$ cat src/hw/rtl/swbd_pkg.sv
// Shared types and constants for the sliding window burst detector.
package swbd_pkg;

  localparam int TS_W  = 32;
  localparam int WIN_W = 31;
  localparam int THR_W = 4;
  localparam int CFG_IDX_W = 1;

  localparam logic [CFG_IDX_W-1:0] REG_THRESHOLD = 1'd0;
  localparam logic [CFG_IDX_W-1:0] REG_WINDOW    = 1'd1;

  localparam logic [THR_W-1:0] THRESHOLD_RST = 4'd5;
  localparam logic [WIN_W-1:0] WINDOW_RST    = 31'd1000;

  typedef struct packed {
    logic take;
    logic issue;
    logic emit;
  } dp_cmd_t;

  typedef struct packed {
    logic issue_done;
  } dp_sts_t;

endpackage

$ cat src/hw/rtl/swbd_ctrl.sv
// Controller state machine for the burst detector: handshakes and scan sequencing.
module swbd_ctrl
  import swbd_pkg::*;
(
  input  logic    clk,
  input  logic    rst_n,
  input  logic    in_valid,
  output logic    in_ready,
  output logic    out_valid,
  input  logic    out_ready,
  output dp_cmd_t cmd,
  input  dp_sts_t sts
);

  typedef enum logic [1:0] {
    ST_IDLE,
    ST_SCAN,
    ST_DRAIN
  } state_t;

  state_t state_r, state_nxt;
  logic   out_valid_r, out_valid_nxt;

  always_comb begin
    state_nxt     = state_r;
    out_valid_nxt = out_valid_r && !out_ready;
    cmd           = '0;
    unique case (state_r)
      ST_IDLE: begin
        if (in_valid) begin
          cmd.take  = 1'b1;
          state_nxt = ST_SCAN;
        end
      end
      ST_SCAN: begin
        if (sts.issue_done) begin
          state_nxt = ST_DRAIN;
        end else begin
          cmd.issue = 1'b1;
        end
      end
      ST_DRAIN: begin
        if (!out_valid_r || out_ready) begin
          cmd.emit      = 1'b1;
          out_valid_nxt = 1'b1;
          state_nxt     = ST_IDLE;
        end
      end
      default: state_nxt = ST_IDLE;
    endcase
  end

  always_ff @(posedge clk) begin
    if (!rst_n) begin
      state_r     <= ST_IDLE;
      out_valid_r <= 1'b0;
    end else begin
      state_r     <= state_nxt;
      out_valid_r <= out_valid_nxt;
    end
  end

  assign in_ready  = (state_r == ST_IDLE);
  assign out_valid = out_valid_r;

  a_emit_only_when_free: assert property (@(posedge clk) disable iff (!rst_n)
    cmd.emit |-> (!out_valid_r || out_ready))
    else $error("result loaded over an untaken word");

  a_take_starts_scan: assert property (@(posedge clk) disable iff (!rst_n)
    cmd.take |=> (state_r == ST_SCAN && !in_ready))
    else $error("accepted word did not start a scan");

  a_emit_sets_valid: assert property (@(posedge clk) disable iff (!rst_n)
    cmd.emit |=> out_valid)
    else $error("result not presented after load");

endmodule

$ cat src/hw/rtl/swbd_dpath.sv
// Datapath for the burst detector: stamp ring, configuration and window counter.
module swbd_dpath
  import swbd_pkg::*;
#(
  parameter int RING_DEPTH = 16
) (
  input  logic                 clk,
  input  logic                 rst_n,
  input  dp_cmd_t              cmd,
  output dp_sts_t              sts,
  input  logic [TS_W-1:0]      in_timestamp_ms,
  input  logic                 cfg_we,
  input  logic [CFG_IDX_W-1:0] cfg_index,
  input  logic [WIN_W-1:0]     cfg_data,
  output logic                 out_burst_flag
);

  localparam int AW   = $clog2(RING_DEPTH);
  localparam int CW   = AW + 1;
  localparam int CAPW = (CW > THR_W + 1) ? CW : THR_W + 1;

  logic [TS_W-1:0]  ring_mem [RING_DEPTH];
  logic [THR_W-1:0] thr_r;
  logic [WIN_W-1:0] win_r;
  logic [AW-1:0]    head_r, head_nxt;
  logic [CW-1:0]    fill_r, fill_nxt;
  logic [CW-1:0]    idx_r;
  logic [CW-1:0]    cnt_r;
  logic [TS_W-1:0]  now_r;
  logic [TS_W-1:0]  rd_data_r;
  logic             rd_vld_r;
  logic             flag_r;

  logic [CAPW-1:0]  thr_plus;
  logic [CW-1:0]    cap;
  logic             ring_full;
  logic [AW-1:0]    wr_idx;
  logic [TS_W-1:0]  age;
  logic             in_window;

  assign thr_plus  = CAPW'(thr_r) + CAPW'(1);
  assign cap       = (thr_plus > CAPW'(RING_DEPTH)) ? CW'(RING_DEPTH) : thr_plus[CW-1:0];
  assign ring_full = (fill_r >= cap);
  assign wr_idx    = ring_full ? head_r : fill_r[AW-1:0];
  assign age       = now_r - rd_data_r;
  assign in_window = (age <= {1'b0, win_r});

  always_comb begin
    head_nxt = head_r;
    fill_nxt = fill_r;
    if (ring_full) begin
      head_nxt = ({1'b0, head_r} == cap - CW'(1)) ? '0 : head_r + AW'(1);
    end else begin
      fill_nxt = fill_r + CW'(1);
    end
  end

  always_ff @(posedge clk) begin
    if (cmd.take) begin
      ring_mem[wr_idx] <= in_timestamp_ms;
    end
    if (cmd.issue) begin
      rd_data_r <= ring_mem[idx_r[AW-1:0]];
    end
  end

  always_ff @(posedge clk) begin
    if (!rst_n) begin
      thr_r    <= THRESHOLD_RST;
      win_r    <= WINDOW_RST;
      head_r   <= '0;
      fill_r   <= '0;
      idx_r    <= '0;
      cnt_r    <= '0;
      rd_vld_r <= 1'b0;
    end else begin
      rd_vld_r <= cmd.issue;
      if (cfg_we) begin
        unique case (cfg_index)
          REG_THRESHOLD: begin
            thr_r  <= cfg_data[THR_W-1:0];
            head_r <= '0;
            fill_r <= '0;
          end
          REG_WINDOW: win_r <= cfg_data;
          default: ;
        endcase
      end
      if (cmd.take) begin
        head_r <= head_nxt;
        fill_r <= fill_nxt;
        idx_r  <= '0;
        cnt_r  <= '0;
      end
      if (cmd.issue) begin
        idx_r <= idx_r + CW'(1);
      end
      if (rd_vld_r && in_window) begin
        cnt_r <= cnt_r + CW'(1);
      end
    end
  end

  always_ff @(posedge clk) begin
    if (cmd.take) begin
      now_r <= in_timestamp_ms;
    end
    if (cmd.emit) begin
      flag_r <= (CAPW'(cnt_r) >= CAPW'(thr_r));
    end
  end

  assign sts.issue_done = (idx_r == fill_r);
  assign out_burst_flag = flag_r;

  a_fill_in_capacity: assert property (@(posedge clk) disable iff (!rst_n)
    fill_r <= cap)
    else $error("ring fill beyond capacity");

  a_head_zero_until_full: assert property (@(posedge clk) disable iff (!rst_n)
    (fill_r < cap) |-> (head_r == '0))
    else $error("ring head moved before ring filled");

  a_scan_bounded: assert property (@(posedge clk) disable iff (!rst_n)
    cmd.issue |-> (idx_r < fill_r))
    else $error("scan read beyond stored words");

  a_take_fills: assert property (@(posedge clk) disable iff (!rst_n)
    cmd.take |=> (fill_r != '0))
    else $error("stored word not counted in fill");

endmodule

$ cat src/hw/rtl/sliding_window_burst_detector.sv
// Top level of the sliding window burst detector: controller plus datapath.
//
//   channel  direction  handshake             payload
//   in       input      in_valid / in_ready   in_timestamp_ms[31:0]
//   out      output     out_valid / out_ready out_burst_flag
//   cfg      input      cfg_valid / cfg_ready cfg_index[0], cfg_data[30:0]
//
// After a word is accepted, all stored stamps, the new one included, are read one per cycle
// through the single port of the ring; the next word is taken only once the result is loaded
// into the result register, which needs that register to be free.
// Reset is synchronous and clears the ring to empty and the registers to 5 and 1000.
// A waiting result blocks the loading of the next result, and with it the next input.
// Writing the threshold register empties the ring; cfg_ready is always high.
module sliding_window_burst_detector
  import swbd_pkg::*;
#(
  parameter int RING_DEPTH = 16
) (
  input  logic                 clk,
  input  logic                 rst_n,
  input  logic                 in_valid,
  output logic                 in_ready,
  input  logic [TS_W-1:0]      in_timestamp_ms,
  output logic                 out_valid,
  input  logic                 out_ready,
  output logic                 out_burst_flag,
  input  logic                 cfg_valid,
  output logic                 cfg_ready,
  input  logic [CFG_IDX_W-1:0] cfg_index,
  input  logic [WIN_W-1:0]     cfg_data
);

  dp_cmd_t cmd;
  dp_sts_t sts;

  assign cfg_ready = 1'b1;

  swbd_ctrl u_ctrl (
    .clk       (clk),
    .rst_n     (rst_n),
    .in_valid  (in_valid),
    .in_ready  (in_ready),
    .out_valid (out_valid),
    .out_ready (out_ready),
    .cmd       (cmd),
    .sts       (sts)
  );

  swbd_dpath #(
    .RING_DEPTH (RING_DEPTH)
  ) u_dpath (
    .clk             (clk),
    .rst_n           (rst_n),
    .cmd             (cmd),
    .sts             (sts),
    .in_timestamp_ms (in_timestamp_ms),
    .cfg_we          (cfg_valid && cfg_ready),
    .cfg_index       (cfg_index),
    .cfg_data        (cfg_data),
    .out_burst_flag  (out_burst_flag)
  );

endmodule

$ cat config.mk
export PLATFORM = sky130hd
export DESIGN_NAME = sliding_window_burst_detector
export DESIGN_NICKNAME = d
export VERILOG_FILES = /design/src/hw/rtl/swbd_pkg.sv /design/src/hw/rtl/swbd_ctrl.sv /design/src/hw/rtl/swbd_dpath.sv /design/src/hw/rtl/sliding_window_burst_detector.sv
export SDC_FILE = /design/constraint.sdc
export NUM_CORES = 1
export LEC_CHECK = 0
export BUFFER_PORTS_ARGS = -buffer_cell sky130_fd_sc_hd__buf_2
export CORE_MARGIN = 2
export CORE_UTILIZATION = 40
export DETAILED_ROUTE_END_ITERATION = 16
export PLACE_DENSITY = 0.62
export SYNTH_ARGS = -nofsm -noshare
export SYNTH_HDL_FRONTEND = slang
export SYNTH_SLANG_ARGS = --single-unit
export TNS_END_PERCENT = 10
$ cat constraint.sdc
create_clock -name clk -period 4.4 [get_ports clk]
set_input_delay 0.88 -clock clk [delete_from_list [all_inputs] [get_ports clk]]
set_output_delay 0.88 -clock clk [all_outputs]
set_load 0.05 [all_outputs]
# Yosys cells after proc, flatten, opt, wreduce, memory -nomap -nowiden
# Memory sizes are Yosys's and may differ from the RTL's. A register that Yosys moved wholly into a read port is not among the register bits.
# Cells that the tools add are included.
# totals
word_cells	76
regBits	91
output_inout_bits	4
inputBits	69
ram_bits	512
mem_count	1
# mem_list
name	depth	word_bits	rd	rd_ports_with_merged_regs	write_ports	line	rtl
u_dpath.ring_mem	16	32	1	1	1	swbd_dpath.sv:22	logic [TS_W-1:0] ring_mem [RING_DEPTH];
# classes
reduce_logical	14
n_lt_le_gt_ge	4
n_bitwise	1
muxes	28
eq_ne	10
add_sub_neg	7
# ops
op	count
5-bit 2-to-1 mux	8
32-bit by 31-bit <= comparator with 1-bit output	1
32-bit subtractor	1
4-bit 2-to-1 mux	6
5-bit by 1-bit adder with 5-bit output (second input constant)	3
1-bit 2-to-1 mux	10
3-bit AND reduction	3
2-bit 2-to-1 mux	3
2-bit by 1-bit inequality test with 1-bit output (second input constant)	3
2-bit inequality test (second input constant)	3
2-bit case mux with 3 select lines	1
2-bit nonzero test	3
4-bit by 1-bit adder with 5-bit output (second input constant)	1
4-bit by 5-bit == test with 1-bit output	1
5-bit == test	1
5-bit by 4-bit >= comparator with 1-bit output	1
5-bit >= comparator	1
5-bit greater-than comparator (second input constant)	1
5-bit by 1-bit subtractor with 5-bit output (second input constant)	1
4-bit by 1-bit adder with 4-bit output (second input constant)	1
2-bit AND reduction	2
2-bit by 1-bit == test with 1-bit output (second input constant)	1
2-bit == test (second input constant)	1
1-bit logical AND	2
4 further kinds	5

# Longest topological paths before layout
# depth
ltp_word	8
depth_mapped	23
depth_no_buf	22

# By module
# A second synthesis with hierarchy kept.
# hier_totals
hier_cells	1509
hier_area_um2	26539.2
# modules_own_cells
module	seq_area_each_um2	instances	area_per_inst_um2	cells_per_inst
swbd_dpath	18427.7	1	26370.3	1490
swbd_ctrl	60.1	1	157.7	17
sliding_window_burst_detector	0.0	1	11.3	2

# Least setup slack after synthesis
# OpenSTA, ideal clock, no wires.
# synth_path
path_kind	reg2reg
start	register u_dpath.rd_data_r[0], read port of u_dpath.ring_mem
end	register u_dpath.cnt_r[4]
arrival_ns	4.399
period_less_slack_ns	4.474
path_slack_ns	-0.074
required_time_ns	4.326
setup_ns	0.074
path_stages_with_launch	23
n_path_buf	1
cell_sequence	edfxtp_1 -> ha_1 -> fa_1 -> nand2b_1 -> a21oi_1 -> o21ai_0 -> a21o_1 -> o21ai_0 -> a21oi_1 -> o21bai_1 -> a21oi_1 -> xnor2_1 -> ha_1 -> nand4_1 -> nor4_1 -> nand4_1 -> a21oi_1 -> a41o_2 -> o21ai_0 -> or3_1 -> buf_2 -> a211o_1 -> o21ai_0
# synth_via
elab_chain_len	4
elab_cells_between_ends	5
classes_between	1 x add/sub; 1 x order compare; 1 x mux; 2 x reduce/logical
# synth_rtl
element	line	rtl
start: declaration	swbd_dpath.sv:30	logic [TS_W-1:0] rd_data_r;
32-bit subtractor (*)	swbd_dpath.sv:45	assign age = now_r - rd_data_r;
32-bit by 31-bit <= comparator with 1-bit output (*)	swbd_dpath.sv:46	assign in_window = (age <= {1'b0, win_r});
1-bit logical AND (*)	swbd_dpath.sv:98	if (rd_vld_r && in_window) begin
5-bit 2-to-1 mux or 2-bit nonzero test (tied branches)	n/a	
end signal: assignment	swbd_dpath.sv:99	cnt_r <= cnt_r + CW'(1);
end: declaration	swbd_dpath.sv:28	logic [CW-1:0] cnt_r;
# Every way passes the cells marked *; elsewhere a longest branch is shown, timed or not.
# A chain may end at the register's enable or synchronous reset.

# Worst setup path in the final report
# layout_path
start	register u_dpath.now_r[4]
end	register u_dpath.cnt_r[4]
# layout_via
elab_chain_len	4
elab_cells_between_ends	5
classes_between	1 x add/sub; 1 x order compare; 1 x mux; 2 x reduce/logical
# layout_rtl
element	line	rtl
start: declaration	swbd_dpath.sv:29	logic [TS_W-1:0] now_r;
start signal: assignment	swbd_dpath.sv:106	now_r <= in_timestamp_ms;
32-bit subtractor (*)	swbd_dpath.sv:45	
32-bit by 31-bit <= comparator with 1-bit output (*)	swbd_dpath.sv:46	
1-bit logical AND (*)	swbd_dpath.sv:98	
5-bit 2-to-1 mux or 2-bit nonzero test (tied branches)	n/a	
# Marked as above.

==> metrics.yaml <==
status: "completed"
numCtsBuffers: 68
grt_pass1_vias: 14350
avgSynthCellArea_um2: 17.38
slowest_delay_ns: 0.43
clock_power_share_pct: 40.7
top_layer_used: "met5"
crit_fanout: 6
endpoint: "u_dpath.cnt_r[4]"
grt_pass1_wl_mm: 92.67
vias_per_cell: 5.473
insertion_delay_ns: 0.60
die-area_mm2: 0.06842
grt_max_degree: 130
regArea_mm2: 0.01850
min_period_ns: 4.279
comb_power_share_pct: 9.0
crit_required_ns: 4.93
dp_hpwl_mm: 37.07
fin_worst_skew_ns: 0.02434
r2r_slack_ns: 0.12
worstPathArrival_ns: 4.80
drive_gt1_share_pct: 28.82
power_frac_seq_pct: 50.3
maxSlewViolCount: 0
drt_pass1_iterations: 7
drv_cap: 0
critical_path.endpoint_type: "flop"
ys_seq_area_share_pct: 69.67
multi_input_area_mm2: 0.007821
ys.flop_type: "edfxtp_1"
root_buffer: "clkbuf_16"
post-place-ws_ns: -0.3264
grt-ovfl-total: 0
io_buffers: 71
worstMarginPinSlew_ns: 1.063
cts-htree-levels: 3
start_util_pct: 40.36
fin_area_mm2: 0.03110
cp.depth: 20
crit_chain: "ha_4 > a21o_1 > a211o_2 > o21ai_4 > a31oi_4 > o21ai_2 > a21oi_2 > or2_1 > buf_4 > xor2_1 > ha_1 > nand4_1 > nor2_4 > nand4_1 > a21oi_2 > a41o_2 > o21ai_1 > or3_4 > a211o_1 > o21ai_1"
wl_met1_mm: 27.72
rsz0062_at_grt: "yes"
switchingPower_mw: 3.046
route.met2.wl_mm: 29.79
gp_congestion: 0.8904
fin_util_pct: 47.30
nFillCells: 5450
synth_edf_count: 577
vias: 14260
clockBufferDepth: 3
die_width_um: 261.6
io_pins: 73
tritoncts: "done"
num_antenna_cells: 0
area_growth_pct: 17.18
finalSetupViolCount: 0
p_int_mw: 10.43
netlist_instances: 1527
route.met3.wl_mm: 3.701
fin_ws_ns: 0.1210
worstRegToRegCells: 20
ys_async_sr_fraction_pct: 0
rows: 94
whs_ns: 0.4606
crit_path_start_kind: "flop"
relSlewSlack_pct: 28.99
min_path_type: "reg2reg"
crit_family: "compound AO/OA/AOI/OAI gates"
powerDensity_mw_per_mm2: 433.3
drt_iter0_drc: 1393
p_leak_nw: 10.32
drc: 0
core_region_area_mm2: 0.06575
rr_startpoint: "u_dpath.now_r[4]"
finalPower_mw: 13.48
path_buf_inv: 1
yosys_warnings: 0
fin_tns_setup_ns: 0
r2r-end: "u_dpath.cnt_r[4]"
stdcell_count: 2606
crit_start: "u_dpath.now_r[4]"
postSynthNetCount: 1674
nNetsFinal: 1841
synth_seq_cells: 635
placed_cell_area_mm2: 0.02864
fp.dieH_um: 261.6
dp_cells: 2477
peakVddDrop_mv: 0.2299
antenna_found_initial: 3
grt.total_usage_pct: 18.62
fmax_mhz: 233.7
wl_mm: 62.73
hold_viol_final: 0
wl_per_cell_um: 24.07
slowest_stage: "or3_4"
timing.final.crit_share_pct: 97.25
clock_sinks: 635
clkTransAtPathRegs_ns: 0.06
path_class: "reg2reg"
syn_area_mm2: 0.02654
swShare_pct: 22.60
detail-route-antenna-nets: 0
synthDistinctLibCells: 76
[cell usage in the layout, fill, tap and decap left out, drive strengths merged, types with 3 or more instances in the layout]
cell	instances
edfxtp	577
buf	163
mux4	160
nand2	107
inv	91
clkbuf	85
a21oi	79
ha	77
dfxtp	58
nor2	54
o21ai	38
xnor2	25
clkinv	23
a21o	18
nand3	18
nand4	17
nand2b	16
xor2	12
o211ai	12
nor3	9
a31oi	9
nor3b	7
and3	6
and2	6
o21bai	5
o21a	4
nor2b	4
bufinv	4
a211o	4
or3	4
nand3b	3
clkinvlp	3
a211oi	3
a221o	3
or2	3
[metal layers]
layer / global-route usage (%) / vias up
li1: - / 6358
met1: 26.39 / 7393
met2: 29.22 / 414
met3: 3.591 / 91
met4: 5.840 / 6
met5: 0 / -
[cell usage after synthesis, types with 3 or more instances]
library cell / n / area share, %
a21oi_1: 79 / 1.5
a21o_1: 17 / 0.48
ha_1: 77 / 3.6
xor2_1: 12 / 0.40
o21bai_1: 5 / 0.14
inv_1: 86 / 1.2
nor2b_1: 4 / 0.094
nor2_1: 54 / 0.76
buf_2: 3 / 0.057
nand2b_1: 16 / 0.38
and3_1: 6 / 0.14
mux4_2: 160 / 14
nand3_1: 18 / 0.34
edfxtp_1: 577 / 65
o21a_1: 4 / 0.11
or3_1: 4 / 0.094
nand2_1: 107 / 1.5
o21ai_0: 35 / 0.66
and2_1: 4 / 0.094
nor3b_1: 7 / 0.20
clkbuf_1: 45 / 0.64
nor3_1: 9 / 0.17
buf_1: 14 / 0.20
nand4_1: 17 / 0.40
dfxtp_1: 58 / 4.4
xnor2_1: 25 / 0.83
o211ai_1: 11 / 0.31
a31oi_1: 8 / 0.19
nand3b_1: 3 / 0.085
[worst min-delay path by stage]
| stage | cells after the start | from | endpoint |
|---|---|---|---|
| 6_report | 2 | u_dpath.win_r[26] | u_dpath.win_r[26] |
| 5_1_grt | 2 | u_dpath.win_r[26] | u_dpath.win_r[26] |
| 4_1_cts | 2 | u_dpath.win_r[10] | u_dpath.win_r[10] |
| 3_5_place_dp | 2 | u_dpath.win_r[13] | u_dpath.win_r[13] |
| 3_3_place_gp | 2 | u_dpath.win_r[20] | u_dpath.win_r[20] |
| 2_1_floorplan | 2 | u_dpath.win_r[10] | u_dpath.win_r[10] |
[cell type report]
type                    count  area share, %
well taps                 864          3.476
inverters                  88          1.062
flip-flops and latches    635          59.48
multi-input cells         738          25.15
clock buffers              85          5.846
clock inverters            33         0.9616
repair buffers            163          4.019
[worst reg2reg max path, cell delays in order (launching register included)]
cell and delay [ns]:
edfxtp_1 0.42, ha_4 0.26, a21o_1 0.21, a211o_2 0.30
o21ai_4 0.22, a31oi_4 0.13, o21ai_2 0.19, a21oi_2 0.09
or2_1 0.27, buf_4 0.15, xor2_1 0.13, ha_1 0.31
nand4_1 0.14, nor2_4 0.19, nand4_1 0.13, a21oi_2 0.15
a41o_2 0.12, o21ai_1 0.06, or3_4 0.43, a211o_1 0.28
o21ai_1 0.07
[power groups by stage]
stage	Clock, mW	Sequential (mW)	Combinational, mW
after floorplan	0	6.88	0.712
after global placement	0	6.90	1.11
after detailed placement	0	6.90	1.13
after CTS	5.61	6.77	1.15
after global routing	5.82	6.78	1.34
final	5.48	6.78	1.21
[registers in the layout (all words and copies together) (netlist names)]
register	cells
u_dpath.win_r	31
u_dpath.rd_vld_r	1
u_dpath.rd_data_r	32
u_ctrl.state_r	2
u_dpath.head_r	4
u_dpath.now_r	32
u_dpath.ring_mem	512
u_dpath.idx_r	5
u_dpath.thr_r	4
u_dpath.cnt_r	5
u_dpath.out_burst_flag	1
u_dpath.fill_r	5
u_ctrl.out_valid	1
[cells by family after synthesis]
logic type	after synthesis	share of synthesized area, %
simple gates	264	4.738
buf+inv	154	2.296
fa+ha+maj	78	3.706
flops	635	69.67
compound gates	195	4.658
other cells	1	0.01413
xor+xnor	37	1.221
mux	163	13.70
[timing repair]
item	4_1_cts	5_1_grt
gates resized for setup	8	53
hold buffers	0	0
setup buffers	1	10
setup endpoints to repair	5	5
gates cloned	0	0
pin swaps	3	45
Power figures use the tool's default switching activity.
